File: src/dcf_pkg.sv
`default_nettype none
package dcf_pkg;

  // frame and field widths
  localparam int FRAME_BITS_DEF = 60;
  localparam int NOW_W          = 32;
  localparam int CFG_W          = 24;
  localparam int CFG_IDX_W      = 3;
  localparam int OUT_FRAME_W    = 60;
  localparam int OUT_COUNT_W    = 6;

  // register reset values, microseconds
  localparam logic [CFG_W-1:0] SECOND_GAP_MIN_RST = 24'd700000;
  localparam logic [CFG_W-1:0] SECOND_GAP_MAX_RST = 24'd1000000;
  localparam logic [CFG_W-1:0] MINUTE_GAP_MIN_RST = 24'd1700000;
  localparam logic [CFG_W-1:0] MINUTE_GAP_MAX_RST = 24'd2000000;
  localparam logic [CFG_W-1:0] ZERO_PULSE_MIN_RST = 24'd30000;
  localparam logic [CFG_W-1:0] ZERO_PULSE_MAX_RST = 24'd135000;
  localparam logic [CFG_W-1:0] ONE_PULSE_MIN_RST  = 24'd140000;
  localparam logic [CFG_W-1:0] ONE_PULSE_MAX_RST  = 24'd260000;

  // register indexes
  typedef enum logic [CFG_IDX_W-1:0] {
    CFG_SECOND_GAP_MIN = 3'd0,
    CFG_SECOND_GAP_MAX = 3'd1,
    CFG_MINUTE_GAP_MIN = 3'd2,
    CFG_MINUTE_GAP_MAX = 3'd3,
    CFG_ZERO_PULSE_MIN = 3'd4,
    CFG_ZERO_PULSE_MAX = 3'd5,
    CFG_ONE_PULSE_MIN  = 3'd6,
    CFG_ONE_PULSE_MAX  = 3'd7
  } cfg_idx_t;

  typedef struct packed {
    logic [CFG_W-1:0] second_gap_min;
    logic [CFG_W-1:0] second_gap_max;
    logic [CFG_W-1:0] minute_gap_min;
    logic [CFG_W-1:0] minute_gap_max;
    logic [CFG_W-1:0] zero_pulse_min;
    logic [CFG_W-1:0] zero_pulse_max;
    logic [CFG_W-1:0] one_pulse_min;
    logic [CFG_W-1:0] one_pulse_max;
  } cfg_regs_t;

  typedef struct packed {
    logic             level;
    logic [NOW_W-1:0] now_us;
  } sample_t;

endpackage
`default_nettype wire

File: src/dcf_in_if.sv
`default_nettype none
interface dcf_in_if;
  logic                       valid;
  logic                       ready;
  logic                       level;
  logic [dcf_pkg::NOW_W-1:0]  now_us;

  modport source (output valid, output level, output now_us, input ready);
  modport sink (input valid, input level, input now_us, output ready);
endinterface
`default_nettype wire

File: src/dcf_out_if.sv
`default_nettype none
interface dcf_out_if;
  logic                            valid;
  logic                            ready;
  logic [dcf_pkg::OUT_FRAME_W-1:0] frame_bits;
  logic [dcf_pkg::OUT_COUNT_W-1:0] bit_count;

  modport source (output valid, output frame_bits, output bit_count, input ready);
  modport sink (input valid, input frame_bits, input bit_count, output ready);
endinterface
`default_nettype wire

File: src/dcf_cfg_regs.sv
`default_nettype none
module dcf_cfg_regs (
  input  logic                         clk,
  input  logic                         rst_n,
  input  logic                         cfg_we,
  input  logic [dcf_pkg::CFG_IDX_W-1:0] cfg_index,
  input  logic [dcf_pkg::CFG_W-1:0]     cfg_wdata,
  output dcf_pkg::cfg_regs_t           cfg
);
  import dcf_pkg::*;

  cfg_regs_t regs_r;

  // window registers, written one at a time
  always_ff @(posedge clk) begin
    if (!rst_n) begin
      regs_r.second_gap_min <= SECOND_GAP_MIN_RST;
      regs_r.second_gap_max <= SECOND_GAP_MAX_RST;
      regs_r.minute_gap_min <= MINUTE_GAP_MIN_RST;
      regs_r.minute_gap_max <= MINUTE_GAP_MAX_RST;
      regs_r.zero_pulse_min <= ZERO_PULSE_MIN_RST;
      regs_r.zero_pulse_max <= ZERO_PULSE_MAX_RST;
      regs_r.one_pulse_min  <= ONE_PULSE_MIN_RST;
      regs_r.one_pulse_max  <= ONE_PULSE_MAX_RST;
    end else if (cfg_we) begin
      case (cfg_idx_t'(cfg_index))
        CFG_SECOND_GAP_MIN: regs_r.second_gap_min <= cfg_wdata;
        CFG_SECOND_GAP_MAX: regs_r.second_gap_max <= cfg_wdata;
        CFG_MINUTE_GAP_MIN: regs_r.minute_gap_min <= cfg_wdata;
        CFG_MINUTE_GAP_MAX: regs_r.minute_gap_max <= cfg_wdata;
        CFG_ZERO_PULSE_MIN: regs_r.zero_pulse_min <= cfg_wdata;
        CFG_ZERO_PULSE_MAX: regs_r.zero_pulse_max <= cfg_wdata;
        CFG_ONE_PULSE_MIN:  regs_r.one_pulse_min  <= cfg_wdata;
        CFG_ONE_PULSE_MAX:  regs_r.one_pulse_max  <= cfg_wdata;
        default: ;
      endcase
    end
  end

  assign cfg = regs_r;

endmodule
`default_nettype wire

File: src/dcf_in_stage.sv
`default_nettype none
module dcf_in_stage (
  input  logic              clk,
  input  logic              rst_n,
  dcf_in_if.sink            in_ch,
  input  logic              adv,
  output logic              smp_valid,
  output dcf_pkg::sample_t  smp
);
  import dcf_pkg::*;

  logic    valid_r;
  sample_t sample_r;
  logic    take;

  // the register empties whenever the core moves on
  assign in_ch.ready = !valid_r || adv;
  assign take        = in_ch.valid && in_ch.ready;

  always_ff @(posedge clk) begin
    if (!rst_n) begin
      valid_r <= 1'b0;
    end else if (take) begin
      valid_r <= 1'b1;
    end else if (adv) begin
      valid_r <= 1'b0;
    end
  end

  // sample payload
  always_ff @(posedge clk) begin
    if (take) begin
      sample_r.level  <= in_ch.level;
      sample_r.now_us <= in_ch.now_us;
    end
  end

  assign smp_valid = valid_r;
  assign smp       = sample_r;

endmodule
`default_nettype wire

File: src/dcf_core.sv
`default_nettype none
module dcf_core #(
  parameter int FRAME_BITS = dcf_pkg::FRAME_BITS_DEF
) (
  input  logic               clk,
  input  logic               rst_n,
  input  dcf_pkg::cfg_regs_t cfg,
  input  logic               smp_valid,
  input  dcf_pkg::sample_t   smp,
  output logic               adv,
  dcf_out_if.source          out_ch
);
  import dcf_pkg::*;

  localparam int CNT_W = $clog2(FRAME_BITS + 1);
  localparam int POS_W = $clog2(FRAME_BITS);

  logic                  prev_level_r, prev_level_nxt;
  logic [NOW_W-1:0]      edge_time_r, edge_time_nxt;
  logic [FRAME_BITS-1:0] bit_store_r, bit_store_nxt;
  logic [CNT_W-1:0]      bits_held_r, bits_held_nxt;

  logic                   out_valid_r;
  logic [OUT_FRAME_W-1:0] frame_r, frame_out;
  logic [OUT_COUNT_W-1:0] count_r;

  logic [NOW_W-1:0] delta;
  logic [CNT_W-1:0] held_base;
  logic [63:0]      store_ext;
  logic             fire, change, emit;
  logic             sec_ok, min_ok, zero_ok, one_ok;

  function automatic logic in_window(input logic [NOW_W-1:0] v,
                                     input logic [CFG_W-1:0] lo,
                                     input logic [CFG_W-1:0] hi);
    return (v >= NOW_W'(lo)) && (v <= NOW_W'(hi));
  endfunction

  // the result register frees up or is being taken
  assign adv  = !out_valid_r || out_ch.ready;
  assign fire = smp_valid && adv;

  // edge timing and window tests
  always_comb begin
    change    = smp.level != prev_level_r;
    delta     = smp.now_us - edge_time_r;
    sec_ok    = (delta > NOW_W'(cfg.second_gap_min)) && (delta <= NOW_W'(cfg.second_gap_max));
    min_ok    = in_window(delta, cfg.minute_gap_min, cfg.minute_gap_max);
    zero_ok   = in_window(delta, cfg.zero_pulse_min, cfg.zero_pulse_max);
    one_ok    = in_window(delta, cfg.one_pulse_min, cfg.one_pulse_max);
    held_base = (bits_held_r >= CNT_W'(FRAME_BITS)) ? '0 : bits_held_r;
  end

  // next state for one sample
  always_comb begin
    prev_level_nxt = prev_level_r;
    edge_time_nxt  = edge_time_r;
    bit_store_nxt  = bit_store_r;
    bits_held_nxt  = bits_held_r;
    emit           = 1'b0;
    if (fire && change) begin
      prev_level_nxt = smp.level;
      edge_time_nxt  = smp.now_us;
      if (smp.level) begin
        // rising edge: classify the low gap
        if (sec_ok) begin
          emit = 1'b0;
        end else if (min_ok) begin
          emit          = 1'b1;
          bits_held_nxt = '0;
        end else begin
          bits_held_nxt = '0;
        end
      end else begin
        // falling edge: classify the high pulse, zero window first
        if (zero_ok || one_ok) begin
          bit_store_nxt[held_base[POS_W-1:0]] = !zero_ok;
          bits_held_nxt = held_base + CNT_W'(1);
        end else begin
          bits_held_nxt = '0;
        end
      end
    end
  end

  // frame with bits at or above the count forced low
  always_comb begin
    store_ext = 64'(bit_store_r);
    for (int i = 0; i < OUT_FRAME_W; i++) begin
      frame_out[i] = store_ext[i] && (CNT_W'(i) < bits_held_r);
    end
  end

  // decoder state
  always_ff @(posedge clk) begin
    if (!rst_n) begin
      prev_level_r <= 1'b0;
      edge_time_r  <= '0;
      bit_store_r  <= '0;
      bits_held_r  <= '0;
    end else begin
      prev_level_r <= prev_level_nxt;
      edge_time_r  <= edge_time_nxt;
      bit_store_r  <= bit_store_nxt;
      bits_held_r  <= bits_held_nxt;
    end
  end

  // result register
  always_ff @(posedge clk) begin
    if (!rst_n) begin
      out_valid_r <= 1'b0;
    end else if (adv) begin
      out_valid_r <= emit;
    end
  end

  always_ff @(posedge clk) begin
    if (emit) begin
      frame_r <= frame_out;
      count_r <= bits_held_r[OUT_COUNT_W-1:0];
    end
  end

  assign out_ch.valid      = out_valid_r;
  assign out_ch.frame_bits = frame_r;
  assign out_ch.bit_count  = count_r;

`ifndef SYNTH
  // count never runs past a full frame
  a_count_bound: assert property (@(posedge clk) disable iff (!rst_n)
    bits_held_r <= CNT_W'(FRAME_BITS))
    else $error("bit count beyond frame length");

  // an emitted frame carries the count held at the marker
  a_emit_count: assert property (@(posedge clk) disable iff (!rst_n)
    emit |=> out_valid_r && (count_r == $past(bits_held_r[OUT_COUNT_W-1:0])))
    else $error("emitted count mismatch");

  // the minute marker restarts the frame
  a_emit_clears: assert property (@(posedge clk) disable iff (!rst_n)
    emit |=> bits_held_r == '0)
    else $error("count not cleared after minute marker");

  // a sample without a level change leaves the state alone
  a_no_change: assert property (@(posedge clk) disable iff (!rst_n)
    (fire && !change) |=> $stable(bits_held_r) && $stable(edge_time_r)
                          && $stable(prev_level_r))
    else $error("state moved without an edge");
`endif

endmodule
`default_nettype wire

File: src/dcf77_pulse_frame_decoder_top.sv
`default_nettype none
// Pulse-width frame decoder for a time-signal receiver. Each sample transfer carries
// the receiver level and a microsecond timestamp; on every level change the high
// pulse or low gap since the previous edge is timed and checked against the four
// configurable windows. Pulses append zero or one bits to the frame, and a minute
// marker gap sends out one result with the collected bits and their count. One
// sample is taken every cycle while the result side is ready; a result passes
// through the sample register and then the result register, with a single stage
// of subtract and compare between them.
module dcf77_pulse_frame_decoder_top #(
  parameter int FRAME_BITS = dcf_pkg::FRAME_BITS_DEF
) (
  input  logic                          clk,
  input  logic                          rst_n,
  dcf_in_if.sink                        in_ch,
  dcf_out_if.source                     out_ch,
  input  logic                          cfg_we,
  input  logic [dcf_pkg::CFG_IDX_W-1:0] cfg_index,
  input  logic [dcf_pkg::CFG_W-1:0]     cfg_wdata
);
  import dcf_pkg::*;

  cfg_regs_t cfg;
  sample_t   smp;
  logic      smp_valid;
  logic      adv;

  // window registers
  dcf_cfg_regs u_cfg_regs (
    .clk       (clk),
    .rst_n     (rst_n),
    .cfg_we    (cfg_we),
    .cfg_index (cfg_index),
    .cfg_wdata (cfg_wdata),
    .cfg       (cfg)
  );

  // sample register
  dcf_in_stage u_in_stage (
    .clk       (clk),
    .rst_n     (rst_n),
    .in_ch     (in_ch),
    .adv       (adv),
    .smp_valid (smp_valid),
    .smp       (smp)
  );

  // edge classification and result register
  dcf_core #(
    .FRAME_BITS (FRAME_BITS)
  ) u_core (
    .clk       (clk),
    .rst_n     (rst_n),
    .cfg       (cfg),
    .smp_valid (smp_valid),
    .smp       (smp),
    .adv       (adv),
    .out_ch    (out_ch)
  );

endmodule
`default_nettype wire

File: src/flat_wrapper.sv
// flat-port wrapper written by rule: the top's interface ports become plain ports
module dcf77_pulse_frame_decoder_top_flat import dcf_pkg::*;
#(
  parameter int FRAME_BITS = dcf_pkg::FRAME_BITS_DEF
)
  (clk, rst_n, cfg_we, cfg_index, cfg_wdata, in_ch_valid, in_ch_level, in_ch_now_us, in_ch_ready, out_ch_valid, out_ch_frame_bits, out_ch_bit_count, out_ch_ready);
  dcf_in_if in_ch_i ();
  dcf_out_if out_ch_i ();
  input  logic clk;
  input  logic rst_n;
  input  logic cfg_we;
  input  logic [dcf_pkg::CFG_IDX_W-1:0] cfg_index;
  input  logic [dcf_pkg::CFG_W-1:0] cfg_wdata;
  input wire logic [$bits(in_ch_i.valid)-1:0] in_ch_valid;
  input wire logic [$bits(in_ch_i.level)-1:0] in_ch_level;
  input wire logic [$bits(in_ch_i.now_us)-1:0] in_ch_now_us;
  output wire logic [$bits(in_ch_i.ready)-1:0] in_ch_ready;
  output wire logic [$bits(out_ch_i.valid)-1:0] out_ch_valid;
  output wire logic [$bits(out_ch_i.frame_bits)-1:0] out_ch_frame_bits;
  output wire logic [$bits(out_ch_i.bit_count)-1:0] out_ch_bit_count;
  input wire logic [$bits(out_ch_i.ready)-1:0] out_ch_ready;
  assign in_ch_i.valid = in_ch_valid;
  assign in_ch_i.level = in_ch_level;
  assign in_ch_i.now_us = in_ch_now_us;
  assign in_ch_ready = in_ch_i.ready;
  assign out_ch_valid = out_ch_i.valid;
  assign out_ch_frame_bits = out_ch_i.frame_bits;
  assign out_ch_bit_count = out_ch_i.bit_count;
  assign out_ch_i.ready = out_ch_ready;
  dcf77_pulse_frame_decoder_top #(.FRAME_BITS(FRAME_BITS)) u_core (.clk(clk), .rst_n(rst_n), .in_ch(in_ch_i), .out_ch(out_ch_i), .cfg_we(cfg_we), .cfg_index(cfg_index), .cfg_wdata(cfg_wdata));
endmodule
File: config.mk
export PLATFORM = sky130hd
export DESIGN_NAME = dcf77_pulse_frame_decoder_top_flat
export DESIGN_NICKNAME = d
export VERILOG_FILES = /design/src/dcf_pkg.sv /design/src/dcf_in_if.sv /design/src/dcf_out_if.sv /design/src/dcf_cfg_regs.sv /design/src/dcf_in_stage.sv /design/src/dcf_core.sv /design/src/dcf77_pulse_frame_decoder_top.sv /design/src/flat_wrapper.sv
export SDC_FILE = /design/constraint.sdc
export NUM_CORES = 1
export LEC_CHECK = 0
export BUFFER_PORTS_ARGS = -buffer_cell sky130_fd_sc_hd__buf_2
export CORE_MARGIN = 2
export CORE_UTILIZATION = 40
export DETAILED_ROUTE_END_ITERATION = 8
export HOLD_SLACK_MARGIN = 0.03
export PLACE_DENSITY = 0.54
export SYNTH_ARGS = -nofsm -noshare
export SYNTH_HDL_FRONTEND = slang
export SYNTH_SLANG_ARGS = --single-unit
File: constraint.sdc
create_clock -name clk -period 12.6 [get_ports clk]
set_input_delay 1.26 -clock clk [delete_from_list [all_inputs] [get_ports clk]]
set_output_delay 1.26 -clock clk [all_outputs]
set_load 0.01 [all_outputs]
## Word-level counts from Yosys, hierarchy flattened

Cells that the tools add are included.

| word-level totals | value |
|---|---|
| register bits | 392 |
| input bits | 65 |
| output and inout bits | 68 |
| logic and storage cells | 200 |

| operators by class | value |
|---|---|
| $add $sub $neg | 2 |
| order comparisons | 71 |
| equality and inequality tests | 9 |
| muxes and demuxes | 13 |
| bitwise operators | 1 |
| reduce and logical (&&, ||, !) cells | 86 |

Operator list:

| kind | count |
|---|---|
| less-than comparator 6 bit (first input constant) | 28 |
| <= comparator 32 x 24 -> 1 bit | 4 |
| greater-or-equal comparator 32 x 24 -> 1 bit | 3 |
| less-than comparator 5 x 6 -> 1 bit (first input constant) | 16 |
| logical AND 1 bit | 68 |
| bitwise mux 60 bit | 1 |
| less-than comparator 4 x 6 -> 1 bit (first input constant) | 8 |
| > comparator 32 x 24 -> 1 bit | 1 |
| subtractor 32 bit | 1 |
| less-than comparator 3 x 6 -> 1 bit (first input constant) | 4 |
| 2-to-1 mux 6 bit | 4 |
| AND reduction 2 bit | 9 |
| == test 3 bit (second input constant) | 4 |
| less-than comparator 1 x 6 -> 1 bit (first input constant) | 2 |
| less-than comparator 2 x 6 -> 1 bit (first input constant) | 2 |
| less-than comparator 6 x 7 -> 1 bit (second input constant) | 1 |
| 2-to-1 mux 1 bit | 7 |
| adder 6 x 1 -> 6 bit (second input constant) | 1 |
| demux 1 bit (select 6 bit) | 1 |
| == test 3 x 2 -> 1 bit (second input constant) | 2 |
| greater-or-equal comparator 6 x 1 -> 1 bit (second input constant) | 1 |
| greater-or-equal comparator 6 bit (second input constant) | 1 |
| == test 3 x 1 -> 1 bit (second input constant) | 1 |
| zero test 1 bit | 3 |
| other kinds (7) | 9 |

## Longest topological paths before layout

| depth | value |
|---|---|
| word-level depth | 7 |
| mapped depth | 27 |
| mapped depth without buffers | 25 |

## By module

A second synthesis with hierarchy kept.

| unflattened totals | value |
|---|---|
| cells, all modules | 2359 |
| area total of the unflattened synthesis | 21729.6 um^2 |

By module, submodules not included:

| module | times used | cells an instance | area an instance (um^2) | sequential area each (um^2) |
|---|---|---|---|---|
| dcf_core | 1 | 1639 | 13460.4 | 3983.8 |
| dcf_cfg_regs | 1 | 682 | 7220.7 | 3843.7 |
| dcf_in_stage | 1 | 38 | 1048.5 | 1011.0 |

## Least setup slack after synthesis

OpenSTA, ideal clock, no wires.

| path | value |
|---|---|
| path type | reg2reg |
| start | register u_core.u_in_stage.sample_r (netlist bit u_core.u_in_stage.smp[0]) |
| end | register u_core.u_core.count_r[0] (netlist: u_core.u_core.out_ch.bit_count[0]) (enable) |
| setup time | 0.430 ns |
| data arrival time | 5.880 ns |
| data required time | 12.170 ns |
| path slack | 6.290 ns |
| stages on the path, launching flop included | 22 |
| buffers on the path | 0 |
| period minus slack after synthesis | 6.310 ns |
| cell sequence | edfxtp_1 > inv_1 > ha_1 > inv_1 > fa_1 > a21o_1 > a221o_1 > and3_4 > a2111o_1 > a21o_1 > a21o_1 > nand3_1 > nand2_1 > xor2_1 > ha_1 > a2111oi_0 > o21ai_0 > a311oi_1 > o32ai_1 > o211a_1 > nor4_1 > and4_1 |

| between the ends | value |
|---|---|
| longest elaborated chain between the ends | 7 |
| elaborated cells on any way between the ends | 11 |
| those cells by class | add/sub (1); order compare (4); mux (4); reduce/logical (2) |

RTL lines:

| element | RTL line | text |
|---|---|---|
| start: declaration | dcf_in_stage.sv:13 | `sample_t sample_r;` |
| subtractor 32 bit (*) | dcf_core.sv:46 | `delta = smp.now_us - edge_time_r;` |
| greater-or-equal comparator 32 x 24 -> 1 bit or <= comparator 32 x 24 -> 1 bit (tied branches) | dcf_core.sv:36 | `return (v >= NOW_W'(lo)) && (v <= NOW_W'(hi));` |
| logical AND 1 bit | dcf_core.sv:36 |  |
| 2-to-1 mux 1 bit | dcf_core.sv:68 | `end else if (min_ok) begin` |
| 2-to-1 mux 1 bit (*) | dcf_core.sv:66 | `if (sec_ok) begin` |
| 2-to-1 mux 1 bit (*) | dcf_core.sv:64 | `if (smp.level) begin` |
| 2-to-1 mux 1 bit (*) | dcf_core.sv:61 | `if (fire && change) begin` |
| via u_core.u_core.emit | dcf_core.sv:30 | `logic fire, change, emit;` |
| end signal: assignment | dcf_core.sv:121 | `count_r <= bits_held_r[OUT_COUNT_W-1:0];` |
| end: declaration | dcf_core.sv:25 | `logic [OUT_COUNT_W-1:0] count_r;` |

Mark *: on every way through the listed nets, which the timed path passes. The rest lies on a longest branch.
A chain may end at the register's enable or synchronous reset.

## Worst setup path in the final report

| path | value |
|---|---|
| start | register u_core.u_in_stage.sample_r (netlist bit u_core.u_in_stage.smp[0]) |
| end | register u_core.u_core.bit_store_r[55] |

| between the ends | value |
|---|---|
| longest elaborated chain between the ends | 5 |
| elaborated cells on any way between the ends | 11 |
| those cells by class | add/sub (1); order compare (4); mux (1); reduce/logical (5) |

RTL lines:

| element | RTL line | text |
|---|---|---|
| subtractor 32 bit (*) | dcf_core.sv:46 |  |
| greater-or-equal comparator 32 x 24 -> 1 bit or <= comparator 32 x 24 -> 1 bit (tied branches) | dcf_core.sv:36 |  |
| logical AND 1 bit | dcf_core.sv:36 |  |
| logical OR 1 bit or zero test 1 bit (tied branches) | dcf_core.sv:76, dcf_core.sv:77 |  |
| AND reduction 3 bit (no line) or bitwise mux 60 bit (tied branches) | n/a |  |
| end signal: assignment | dcf_core.sv:104 | `bit_store_r <= bit_store_nxt;` |
| end: declaration | dcf_core.sv:20 | `logic [FRAME_BITS-1:0] bit_store_r, bit_store_nxt;` |

Every way passes the cells marked *; elsewhere a longest branch is shown, timed or not.

==> flow_summary.ini <==
[synth]
synth_cell_types = 76
ys_async_sr_fraction = 0
yosysSeqAreaShare = 0.416
syn_area_per_cell_um2 = 8.54
synth_top_area_frac = 0.276
synth-seq-cells = 392
synth_area_um2 = 21300
synth-edff-count = 99
synth_area_leaders = dfxtp_1, edfxtp_1, ha_1
synth_nets = 2779
syn_inst = 2489
yosys.area.top_type = dfxtp_1
synth_ff_type = dfxtp_1
yosys_warnings = 0

[die]
die_w_um = 235
die_area_um2 = 55000
rows = 84
start_util = 0.404
core_area_um2 = 52600
die_height_um = 235
ios = 133

[power_and_ir_drop]
pwr-share-clk = 0.407
p_total_uw = 3510
seqPwrFrac = 0.378
switchingPower_uw = 1050
p_comb_frac = 0.215
max-vdd-ir-drop_mv = 0.105
power.leakage_uw = 0.00962
switching_share = 0.300
intPower_uw = 2460
p_per_area_nw_per_um2 = 146

[timing]
skew_ps = 23.3
rsz0062_at_grt = no
relSlewSlack = 0.0374
setup_viol = 0
tightest_slew_ps = 1410
post-route-period-util = 0.520
fin_crit_ps = 6560
finalWorstSetupSlack_ps = 6040
max_freq_mhz = 153
fin_setup_tns_ps = 0
slew_violations = 0
final-hold-violation-count = 0

[drt]
num_vias = 18100
drc = 0
via_per_inst = 5.49
postRouteAntennaNets = 0
firstDrtPassIters = 6
wl_per_cell_um = 19.6
routed_wl_um = 64600
drt_iter0_markers = 1599

[clock_network]
cts_buffers = 47
cts_root_buf = clkbuf_16
cts_resized = 0
ctsHtreeMaxLevel = 2
clock_path_buffers = 3
cts_tree = built
cts_hold_buf = 0
clkSinkCount = 392
clk_pin_slew_ps = 60
worst_skew_pair.late_latency_ps = 610
cts_setup_buffers = 0

[flow_run]
drv_cap = 0

[setup_path]
r2r_start = u_core.u_in_stage.smp[0]$_DFFE_PP_
cp_common_cell = a21o_1
r2r_cells = 26
reg2reg_to = u_core.u_core.bit_store_r[55]$_SDFFE_PN0P_
max_stage_delay_ps = 560
worstPathArrival_ps = 6990
worstPathRequired_ps = 13030
path_max_fanout = 25
crit_family = compound AO/OA/AOI/OAI gates
crit_slowest_cell = nor3_2
critPathLaunchType = register
crit_type = reg -> reg
path_buf_inv = 4
r2r_slack_ps = 6040
endpoint_kind = register

[placement]
placed_cell_area_um2 = 22500
io_buffers = 132
gp_congestion = 0.875
dp_slack_ps = 6050
dp_hpwl_um = 45200
place_inst = 3206

[grt]
grt_start_max_net_pins = 95
grt_pass1_vias = 17000
globalRouteTotalUtil = 0.233
overflow = 0
antenna_found_initial = 4
grt_pass1_wl_um = 98900

[finish]
layout-drive-gt1-share = 0.107
design_area_um2 = 24200
fin_cells = 3296
nets = 2857
syn2layout_area_growth_pct = 13.6

[hold_path]
holdPathEnd = u_core.u_core.edge_time_r[19]$_SDFFE_PN0P_
min_path_type = reg -> reg
hold_start = u_core.u_core.edge_time_r[19]$_SDFFE_PN0P_
min_path_cells = 2

[outcome]
outcome = completed
## routing by layer
layer  part of all wire  track usage  wire length, um  vias to the layer above
li1                   -            -                -                     8882
met1               0.46        0.327            29900                     8598
met2               0.45        0.365            28900                      519
met3              0.060       0.0342             3850                       99
met4              0.030       0.0794             1920                        4
met5            0.00037            0               24                        -
## cell usage after synthesis (22+ instances only)
library cell and number:
clkbuf_2 24, edfxtp_1 99, nand3_1 30, nor3_1 53
o211ai_1 78, o21a_1 22, nand2_1 500, dfxtp_1 293
o21ai_0 55, nor2_1 83, clkbuf_1 108, a21o_1 34
nand4_1 44, a31oi_1 24, inv_1 230, a21oi_1 279
ha_1 224
## logic make-up after synthesis
kind of cell	count (synthesis)	synth area share
buffers and inverters	376	0.0689
adders and majority gates	225	0.133
AOI/OAI and AO/OA	623	0.189
DFF	392	0.416
and+or+nand+nor	833	0.176
xor gates and xnor gates	26	0.0107
muxes	14	0.00659
## sequential cells by signal, summed over array words and instances (netlist names)
name	count
u_core.u_core.bits_held_r	6
u_core.u_core.prev_level_r	1
u_core.u_core.out_ch.frame_bits	60
u_core.u_core.edge_time_r	32
u_core.u_core.out_ch.bit_count	6
u_core.u_in_stage.smp	33
u_core.u_in_stage.smp_valid	1
u_core.u_core.out_ch.valid	1
u_core.u_core.bit_store_r	60
u_core.u_cfg_regs.cfg	192
## cell usage in the layout, fill, tap and decap left out, types with 14 or more instances in the layout
master / n
a21boi_0: 16
buf_4: 43
edfxtp_1: 99
dfxtp_1: 293
nand2b_1: 18
nand4_1: 44
a21o_1: 34
buf_2: 131
nand2_1: 500
ha_1: 224
inv_1: 230
a31oi_1: 24
and2_1: 19
nor2b_1: 21
and3_1: 17
o21a_1: 22
mux2i_1: 14
a21oi_1: 279
nand3_1: 30
a311oi_1: 18
clkbuf_16: 47
o221a_1: 21
xnor2_1: 14
o211ai_1: 78
o21ai_0: 55
nor2_1: 77
nor3_1: 51
## worst min-delay path: stages, from the launching register on
cell,delay (ps)
dfxtp_1,300
nand2_1,50
a21oi_1,50
## per-stage QoR
stage | hold slack, ps | util
6_report | 451 | 0.460
5_1_grt | 468 | 0.460
4_1_cts | 454 | 0.460
3_5_place_dp | 446 | 0.429
3_3_place_gp | 441 | 0.429
2_1_floorplan | 406 | -
## final cells by class
| type | count | area [um^2] |
|---|---|---|
| inverter | 231 | 872 |
| sequential | 392 | 8840 |
| clock buffer | 62 | 1280 |
| tap | 688 | 861 |
| fill | 5115 | 28400 |
| timing repair buffer | 174 | 978 |
| clock inverter | 26 | 338 |
| multi-input combinational | 1721 | 11000 |
| antenna | 2 | 5.00 |
## worst max path at each step
| stage | end | from | cells past startpoint | slack (ps) |
|---|---|---|---|---|
| 6_report | u_core.u_core.bit_store_r[55]$_SDFFE_PN0P_ | u_core.u_in_stage.smp[0]$_DFFE_PP_ | 26 | 6040 |
| 3_5_place_dp | u_core.u_core.bit_store_r[55]$_SDFFE_PN0P_ | u_core.u_in_stage.smp[0]$_DFFE_PP_ | 26 | 6050 |
| 3_3_place_gp | u_core.u_core.bit_store_r[53]$_SDFFE_PN0P_ | u_core.u_in_stage.smp[0]$_DFFE_PP_ | 26 | 6170 |
| 4_1_cts | u_core.u_core.bit_store_r[55]$_SDFFE_PN0P_ | u_core.u_in_stage.smp[0]$_DFFE_PP_ | 26 | 6040 |
| 2_1_floorplan | u_core.u_core.out_ch.bit_count[0]$_DFFE_PP_ | u_core.u_in_stage.smp[0]$_DFFE_PP_ | 21 | 6290 |
| 5_1_grt | u_core.u_core.bit_store_r[48]$_SDFFE_PN0P_ | u_core.u_in_stage.smp[0]$_DFFE_PP_ | 26 | 5610 |
## power by group through the flow
stage,Combinational [uW],Clock (uW),Sequential [uW]
floorplan,483,0,1350
global placement,728,0,1360
detailed placement,743,0,1360
CTS,749,1460,1330
global route,840,1510,1330
finish,754,1430,1330
Power figures use the tool's default switching activity.
